`config.mk`:
```
export PLATFORM = sky130hd
export DESIGN_NAME = bvs_ctrl_flat
export DESIGN_NICKNAME = d
export VERILOG_FILES = /design/src/rtl/bvs_pkg.sv /design/src/rtl/bvs_if.sv /design/src/rtl/bvs_ctrl.sv /design/src/flat_wrapper.sv
export SDC_FILE = /design/constraint.sdc
export NUM_CORES = 1
export LEC_CHECK = 0
export ABC_CLOCK_PERIOD_IN_PS = 4300
export BUFFER_PORTS_ARGS = -buffer_cell sky130_fd_sc_hd__buf_2
export CAP_MARGIN = 20
export CORE_ASPECT_RATIO = 1.75
export CORE_MARGIN = 2
export CORE_UTILIZATION = 52
export CTS_CLUSTER_SIZE = 28
export DETAILED_ROUTE_END_ITERATION = 6
export HOLD_SLACK_MARGIN = 0.02
export PLACE_DENSITY_LB_ADDON = 0.05
export SKIP_CTS_REPAIR_TIMING = 1
export SLEW_MARGIN = 20
export SYNTH_ARGS = -nofsm -noshare
export SYNTH_HDL_FRONTEND = slang
export SYNTH_SLANG_ARGS = --single-unit
```
`constraint.sdc`:
```
create_clock -name clk -period 4.3 [get_ports clk]
set_clock_uncertainty 0.1 [all_clocks]
set_input_delay 0.215 -clock clk [delete_from_list [all_inputs] [get_ports clk]]
set_output_delay 0.215 -clock clk [all_outputs]
set_load 0.005 [all_outputs]
```
`src/rtl/bvs_pkg.sv`:
```
// shared types, widths and codes for the bounded vector store
`default_nettype none
package bvs_pkg;
	localparam int DEPTH  = 1024;
	localparam int CMD_W  = 3;
	localparam int POS_W  = 11;
	localparam int WORD_W = 32;
	localparam int ST_W   = 2;
	localparam int CNT_W  = $clog2(DEPTH + 1);
	localparam int ADDR_W = (DEPTH > 1) ? $clog2(DEPTH) : 1;
	localparam int CMP_W  = (CNT_W > POS_W) ? CNT_W : POS_W;

	localparam logic [CMD_W-1:0] CMD_PUSH = 3'd0;
	localparam logic [CMD_W-1:0] CMD_POP  = 3'd1;
	localparam logic [CMD_W-1:0] CMD_SET  = 3'd2;
	localparam logic [CMD_W-1:0] CMD_GET  = 3'd3;
	localparam logic [CMD_W-1:0] CMD_FIND = 3'd4;

	localparam logic [ST_W-1:0] ST_OK    = 2'd0;
	localparam logic [ST_W-1:0] ST_EMPTY = 2'd1;
	localparam logic [ST_W-1:0] ST_RANGE = 2'd2;
	localparam logic [ST_W-1:0] ST_FULL  = 2'd3;

	typedef struct packed {
		logic [ST_W-1:0]          status;
		logic signed [WORD_W-1:0] read_value;
		logic [POS_W-1:0]         found_position;
	} res_t;

	typedef struct packed {
		logic              wr_en;
		logic [ADDR_W-1:0] wr_addr;
		logic [WORD_W-1:0] wr_data;
		logic              rd_en;
		logic [ADDR_W-1:0] rd_addr;
	} mem_req_t;
endpackage
`default_nettype wire

```
`src/rtl/bvs_if.sv`:
```
// command and result channel interfaces
`default_nettype none
interface bvs_cmd_if;
	import bvs_pkg::*;
	logic                     valid;
	logic                     ready;
	logic [CMD_W-1:0]         command;
	logic [POS_W-1:0]         position;
	logic signed [WORD_W-1:0] data_value;
	modport source (output valid, command, position, data_value, input ready);
	modport sink (input valid, command, position, data_value, output ready);
endinterface

`default_nettype wire

```
`src/rtl/bvs_ctrl.sv`:
```
// command sequencer with element count and shared compare for find
`default_nettype none
module bvs_ctrl (
	input  wire logic                  clk,
	input  wire logic                  arst_n,
	bvs_cmd_if.sink                    req,
	output bvs_pkg::mem_req_t          mreq,
	input  wire logic [bvs_pkg::WORD_W-1:0] rdata,
	output bvs_pkg::res_t              res,
	output logic                       res_valid,
	input  wire logic                  res_ready
);
	import bvs_pkg::*;

	localparam logic [1:0] S_IDLE = 2'd0;
	localparam logic [1:0] S_RD   = 2'd1;
	localparam logic [1:0] S_FIND = 2'd2;
	localparam logic [1:0] S_DONE = 2'd3;

	logic [1:0]        state_q, state_d;
	logic [CNT_W-1:0]  cnt_q, cnt_d;
	logic [ADDR_W-1:0] idx_q, idx_d;
	logic [WORD_W-1:0] data_q, data_d;
	res_t              res_q, res_d;
	logic [CMP_W-1:0]  pos_ext;
	logic              pos_ok;
	logic              full;

	assign req.ready = (state_q == S_IDLE);
	assign res       = res_q;
	assign res_valid = (state_q == S_DONE);

	assign pos_ext = CMP_W'(req.position);
	assign pos_ok  = (req.position != '0) && (pos_ext <= CMP_W'(cnt_q));
	assign full    = (cnt_q == CNT_W'(DEPTH));

	always_comb begin
		state_d = state_q;
		cnt_d   = cnt_q;
		idx_d   = idx_q;
		data_d  = data_q;
		res_d   = res_q;
		mreq    = '0;
		case (state_q)
			S_IDLE: begin
				if (req.valid) begin
					res_d   = '0;
					data_d  = req.data_value;
					state_d = S_DONE;
					case (req.command)
						CMD_PUSH: begin
							if (full) begin
								res_d.status = ST_FULL;
							end else begin
								mreq.wr_en   = 1'b1;
								mreq.wr_addr = ADDR_W'(cnt_q);
								mreq.wr_data = req.data_value;
								cnt_d        = cnt_q + CNT_W'(1);
							end
						end
						CMD_POP: begin
							if (cnt_q == '0) begin
								res_d.status = ST_EMPTY;
							end else begin
								cnt_d        = cnt_q - CNT_W'(1);
								mreq.rd_en   = 1'b1;
								mreq.rd_addr = ADDR_W'(cnt_q - CNT_W'(1));
								state_d      = S_RD;
							end
						end
						CMD_SET: begin
							if (pos_ok) begin
								mreq.wr_en   = 1'b1;
								mreq.wr_addr = ADDR_W'(pos_ext - CMP_W'(1));
								mreq.wr_data = req.data_value;
							end else begin
								res_d.status = ST_RANGE;
							end
						end
						CMD_GET: begin
							if (pos_ok) begin
								mreq.rd_en   = 1'b1;
								mreq.rd_addr = ADDR_W'(pos_ext - CMP_W'(1));
								state_d      = S_RD;
							end else begin
								res_d.status = ST_RANGE;
							end
						end
						CMD_FIND: begin
							if (cnt_q != '0) begin
								idx_d        = '0;
								mreq.rd_en   = 1'b1;
								mreq.rd_addr = '0;
								state_d      = S_FIND;
							end
						end
						default: begin
						end
					endcase
				end
			end
			S_RD: begin
				res_d.read_value = rdata;
				state_d          = S_DONE;
			end
			S_FIND: begin
				if (rdata == data_q) begin
					res_d.found_position = POS_W'(CNT_W'(idx_q) + CNT_W'(1));
					state_d              = S_DONE;
				end else if (CNT_W'(idx_q) + CNT_W'(1) == cnt_q) begin
					state_d = S_DONE;
				end else begin
					idx_d        = idx_q + ADDR_W'(1);
					mreq.rd_en   = 1'b1;
					mreq.rd_addr = idx_q + ADDR_W'(1);
				end
			end
			S_DONE: begin
				if (res_ready) begin
					state_d = S_IDLE;
				end
			end
			default: begin
				state_d = S_IDLE;
			end
		endcase
	end

	always_ff @(posedge clk or negedge arst_n) begin
		if (!arst_n) begin
			state_q <= S_IDLE;
			cnt_q   <= '0;
		end else begin
			state_q <= state_d;
			cnt_q   <= cnt_d;
		end
	end

	always_ff @(posedge clk) begin
		idx_q  <= idx_d;
		data_q <= data_d;
		res_q  <= res_d;
	end

	a_cnt_bound: assert property (@(posedge clk) disable iff (!arst_n)
		cnt_q <= CNT_W'(DEPTH))
		else $error("element count above depth");

	a_find_idx: assert property (@(posedge clk) disable iff (!arst_n)
		state_q == S_FIND |-> CNT_W'(idx_q) < cnt_q)
		else $error("find index past element count");

	a_push_cnt: assert property (@(posedge clk) disable iff (!arst_n)
		(req.valid && req.ready && req.command == CMD_PUSH && !full)
		|=> cnt_q == $past(cnt_q) + CNT_W'(1))
		else $error("push did not grow the count");

	a_wr_addr: assert property (@(posedge clk) disable iff (!arst_n)
		mreq.wr_en |-> CNT_W'(mreq.wr_addr) <= cnt_q)
		else $error("write beyond the tail");
endmodule
`default_nettype wire

```
`src/flat_wrapper.sv`:
```
// flat-port wrapper written by rule: the top's interface ports become plain ports
module bvs_ctrl_flat import bvs_pkg::*;
  (clk, arst_n, mreq, rdata, res, res_valid, res_ready, req_valid, req_command, req_position, req_data_value, req_ready);
  bvs_cmd_if req_i ();
  input  wire logic clk;
  input  wire logic arst_n;
  output bvs_pkg::mem_req_t mreq;
  input  wire logic [bvs_pkg::WORD_W-1:0] rdata;
  output bvs_pkg::res_t res;
  output logic res_valid;
  input  wire logic res_ready;
  input wire logic [$bits(req_i.valid)-1:0] req_valid;
  input wire logic [$bits(req_i.command)-1:0] req_command;
  input wire logic [$bits(req_i.position)-1:0] req_position;
  input wire logic [$bits(req_i.data_value)-1:0] req_data_value;
  output wire logic [$bits(req_i.ready)-1:0] req_ready;
  assign req_i.valid = req_valid;
  assign req_i.command = req_command;
  assign req_i.position = req_position;
  assign req_i.data_value = req_data_value;
  assign req_ready = req_i.ready;
  bvs_ctrl u_core (.clk(clk), .arst_n(arst_n), .req(req_i), .mreq(mreq), .rdata(rdata), .res(res), .res_valid(res_valid), .res_ready(res_ready));
endmodule
```
==> results.tsv <==
metric	value	unit
status	finished, final reports clean	
Rows	51	
top post-synthesis cells by area	edfxtp_1 45%, and2_1 7.4%, xor2_1 5.7%, dfrtp_1 5.6%, xnor2_1 5.2%	
max-slew violation count	0	
CP top delay family	compound AO/OA/AOI/OAI gates	
syn_nets	633	
GPL Wtd Cong	0.960	
RSZ-0062 raised after global routing	false	
switching part of the total	0.353	
Longest Clk Path Bufs	2	
# clock sinks	100	
share of cells above drive strength 1	0.302	
largest net degree at the start of global routing	36	
area share of the leading cell type in the synthesized netlist	0.447	
I/O pin count	183	
Post-synth EDFFs	87	
Min Clock Period, post-route	3.84	ns
vias per std cell	5.45	
antenna violations before repair	0	
Slew headroom	0.428	
final number of setup-violating endpoints	0	
Worst path max stage delay	0.57	ns
count leader, synth	edfxtp_1	
Pleak	3.15	nW
r2r endpoint	u_core.state_q[0]$_DFFE_PN0P_	
post-DP HPWL	12.3	mm
asr flop ratio synth	0.130	
wire per inst	18.5	µm
ys flop type	edfxtp_1	
Slowest-stage cell, CP	dfrtp_1	
Post-synth top cells	87 x edfxtp_1, 69 x and2_1, 38 x xor2_1, 35 x xnor2_1, 27 x nand2_1	
WHS Endpoint	u_core.res[18]$_SDFFCE_PN0P_	
post-synthesis sequential area ratio	0.502	
Fillers	899	
synthesized area per cell	11.0	µm²
global-route wire length before repair	23.4	mm
Hold Path Cell Cnt	2	
DIE WIDTH	84.2	µm
drt total wl	16.2	mm
placed cell count	828	
critical path capture point type	primary output	
diode count	0	
crit share post-route	0.892	
total track usage	0.254	
Final Worst Setup Slack	0.463	ns
DRT iter0 DRCs	215	
remaining antenna violation count	0	
Reg2Reg Depth	8	
H-Tree Depth	3	
slew at the pin with the worst max-slew slack	0.852	ns
power per cell area	560	nW/µm²
TritonRoute pass-1 iters	4	
Clock power frac	0.190	
crit-path cells	inv_1 -> ha_1 -> a21oi_1 -> a211oi_1 -> a2111oi_1 -> o221ai_1 -> or3_1 -> a21oi_2 -> buf_4 -> and2_1 -> buf_2	
critical path depth	11	
startpoint types	flip-flop	
CTS buffer count	9	
WP buf/inv	3	
Post-Layout Cell Count	876	
Hold Path Class	in2reg	
maximum fanout along the worst path	33	
Clock Pin Slew Worst Setup and Hold Paths	0.07	ns
vias in the first global route	4554	
P_int	2.71	mW
Ys Warns	0	
final setup TNS	0	ns
Mapped Area	5850	µm²
clock latency on the worst-skew pair	0.34	ns
CORE AREA	11000	µm²
Hold Crit Start	rdata[7]	
clk root buf	clkbuf_16	
Seq pwr share	0.420	
NetSw	1.48	mW
final hold vios	0	
Worst EP required	3.98	ns
I/O Buffers	182	
GRT Residual Overflow	0	
combinational power share	0.391	
die height	144	µm
CTS tree	done	
Yosys cell types	60	
DR vias	4772	
Crit Path Category	reg2out	
worst slack at placement	0.847	ns
DRC Markers	0	
P&R area growth vs syn	28.2	%
max-cap viol count	0	
Yosys reg bits	100	
fmax	261	MHz
Crit. Startpoint	u_core.cnt_q[2]$_DFFE_PN0P_	
R2R Path Start	u_core.idx_q[0]$_SDFFCE_PN0P_	
Nets	841	
hold_ws	0.0725	ns
post-synth top area cell	edfxtp_1	
die area	12100	µm²
Cells after Synth	532	
Worst EP arrival	3.52	ns
Starting Density	0.530	
R2R Setup Slk	1.14	ns
IR drop worst, VDD	0.390	mV
==> area by class of cell <==
class | instances | area, µm² | share of cell area
flip-flops and latches | 100 | 2940 | 0.392
repair buffers | 227 | 1330 | 0.178
inverters | 23 | 86.3 | 0.0115
clock inverters | 5 | 61.3 | 0.00818
clock buffers | 10 | 229 | 0.0306
multi-input cells | 379 | 2680 | 0.358
well taps | 132 | 165 | 0.0220
==> worst reg2reg max path, delay by kind of cell (launching register included) <==
family	cells	cell delay, ns
flip-flops	1	0.45
AND/OR/NAND/NOR	2	0.46
AO/OA/AOI/OAI	4	1.48
adder cells (fa/ha/maj)	1	0.34
multiplexers	1	0.23
==> cells in the final DEF, fill, tap and decap left out, types with 19 or more instances in the layout <==
cell type,synthesis,final
and2_1,69,69
xor2_1,38,38
nor2_1,26,26
inv_1,23,23
ha_1,19,19
dlygate4sd3_1,0,33
xnor2_1,35,35
buf_2,11,182
nand2_1,27,27
edfxtp_1,87,87
==> kinds of logic after synthesis <==
| kind of cell | count (synthesis) | synth area share |
|---|---|---|
| AND/OR/NAND/NOR | 202 | 0.201 |
| flip-flops | 100 | 0.502 |
| AO/OA/AOI/OAI | 79 | 0.0961 |
| XOR/XNOR | 74 | 0.112 |
| buffers and inverters | 53 | 0.0394 |
| adder cells (fa/ha/maj) | 19 | 0.0407 |
| multiplexers | 5 | 0.00877 |
==> how the worst max path moves through the flow <==
| stage | end | slack (ns) |
|---|---|---|
| global placement | mreq[14] | 0.94 |
| global route | mreq[16] | 0.19 |
| finish | mreq[16] | 0.46 |
| floorplan | u_core.res[11]$_SDFFCE_PN0P_ | 0.70 |
| detailed placement | mreq[15] | 0.85 |
| CTS | mreq[15] | 0.49 |
==> through the flow <==
| step | utilization | cell area (µm²) | total power [mW] |
|---|---|---|---|
| finish | 0.679 | 7490 | 4.20 |
| global route | 0.679 | 7490 | 4.46 |
| CTS | 0.649 | 7160 | 4.20 |
| detailed placement | 0.623 | 6870 | 3.39 |
| global placement | 0.623 | 6870 | 3.35 |
| floorplan | - | 5850 | 2.78 |
==> registers in the layout, summed over array words and instances, names as in the netlist <==
name,count
u_core.res,45
u_core.idx_q,10
u_core.state_q,2
u_core.data_q,32
u_core.cnt_q,11
==> metal layers <==
metal / GRT usage / vias to the layer above / wire, µm
met5: 0 / - / 0
met4: 0.132 / 0 / 721
met3: 0.0439 / 44 / 780
met2: 0.482 / 181 / 9070
met1: 0.264 / 2242 / 5640
li1: - / 2305 / -
==> power by group through the flow <==
stage                     Clock, mW  Combinational (mW)  Sequential, mW
final                         0.796                1.64            1.76
after global routing          0.846                1.81            1.80
after CTS                     0.813                1.62            1.76
after detailed placement          0                1.61            1.78
after global placement            0                1.59            1.77
after floorplan                   0                1.03            1.75
No activity file was read; power rests on OpenSTA's default activity.
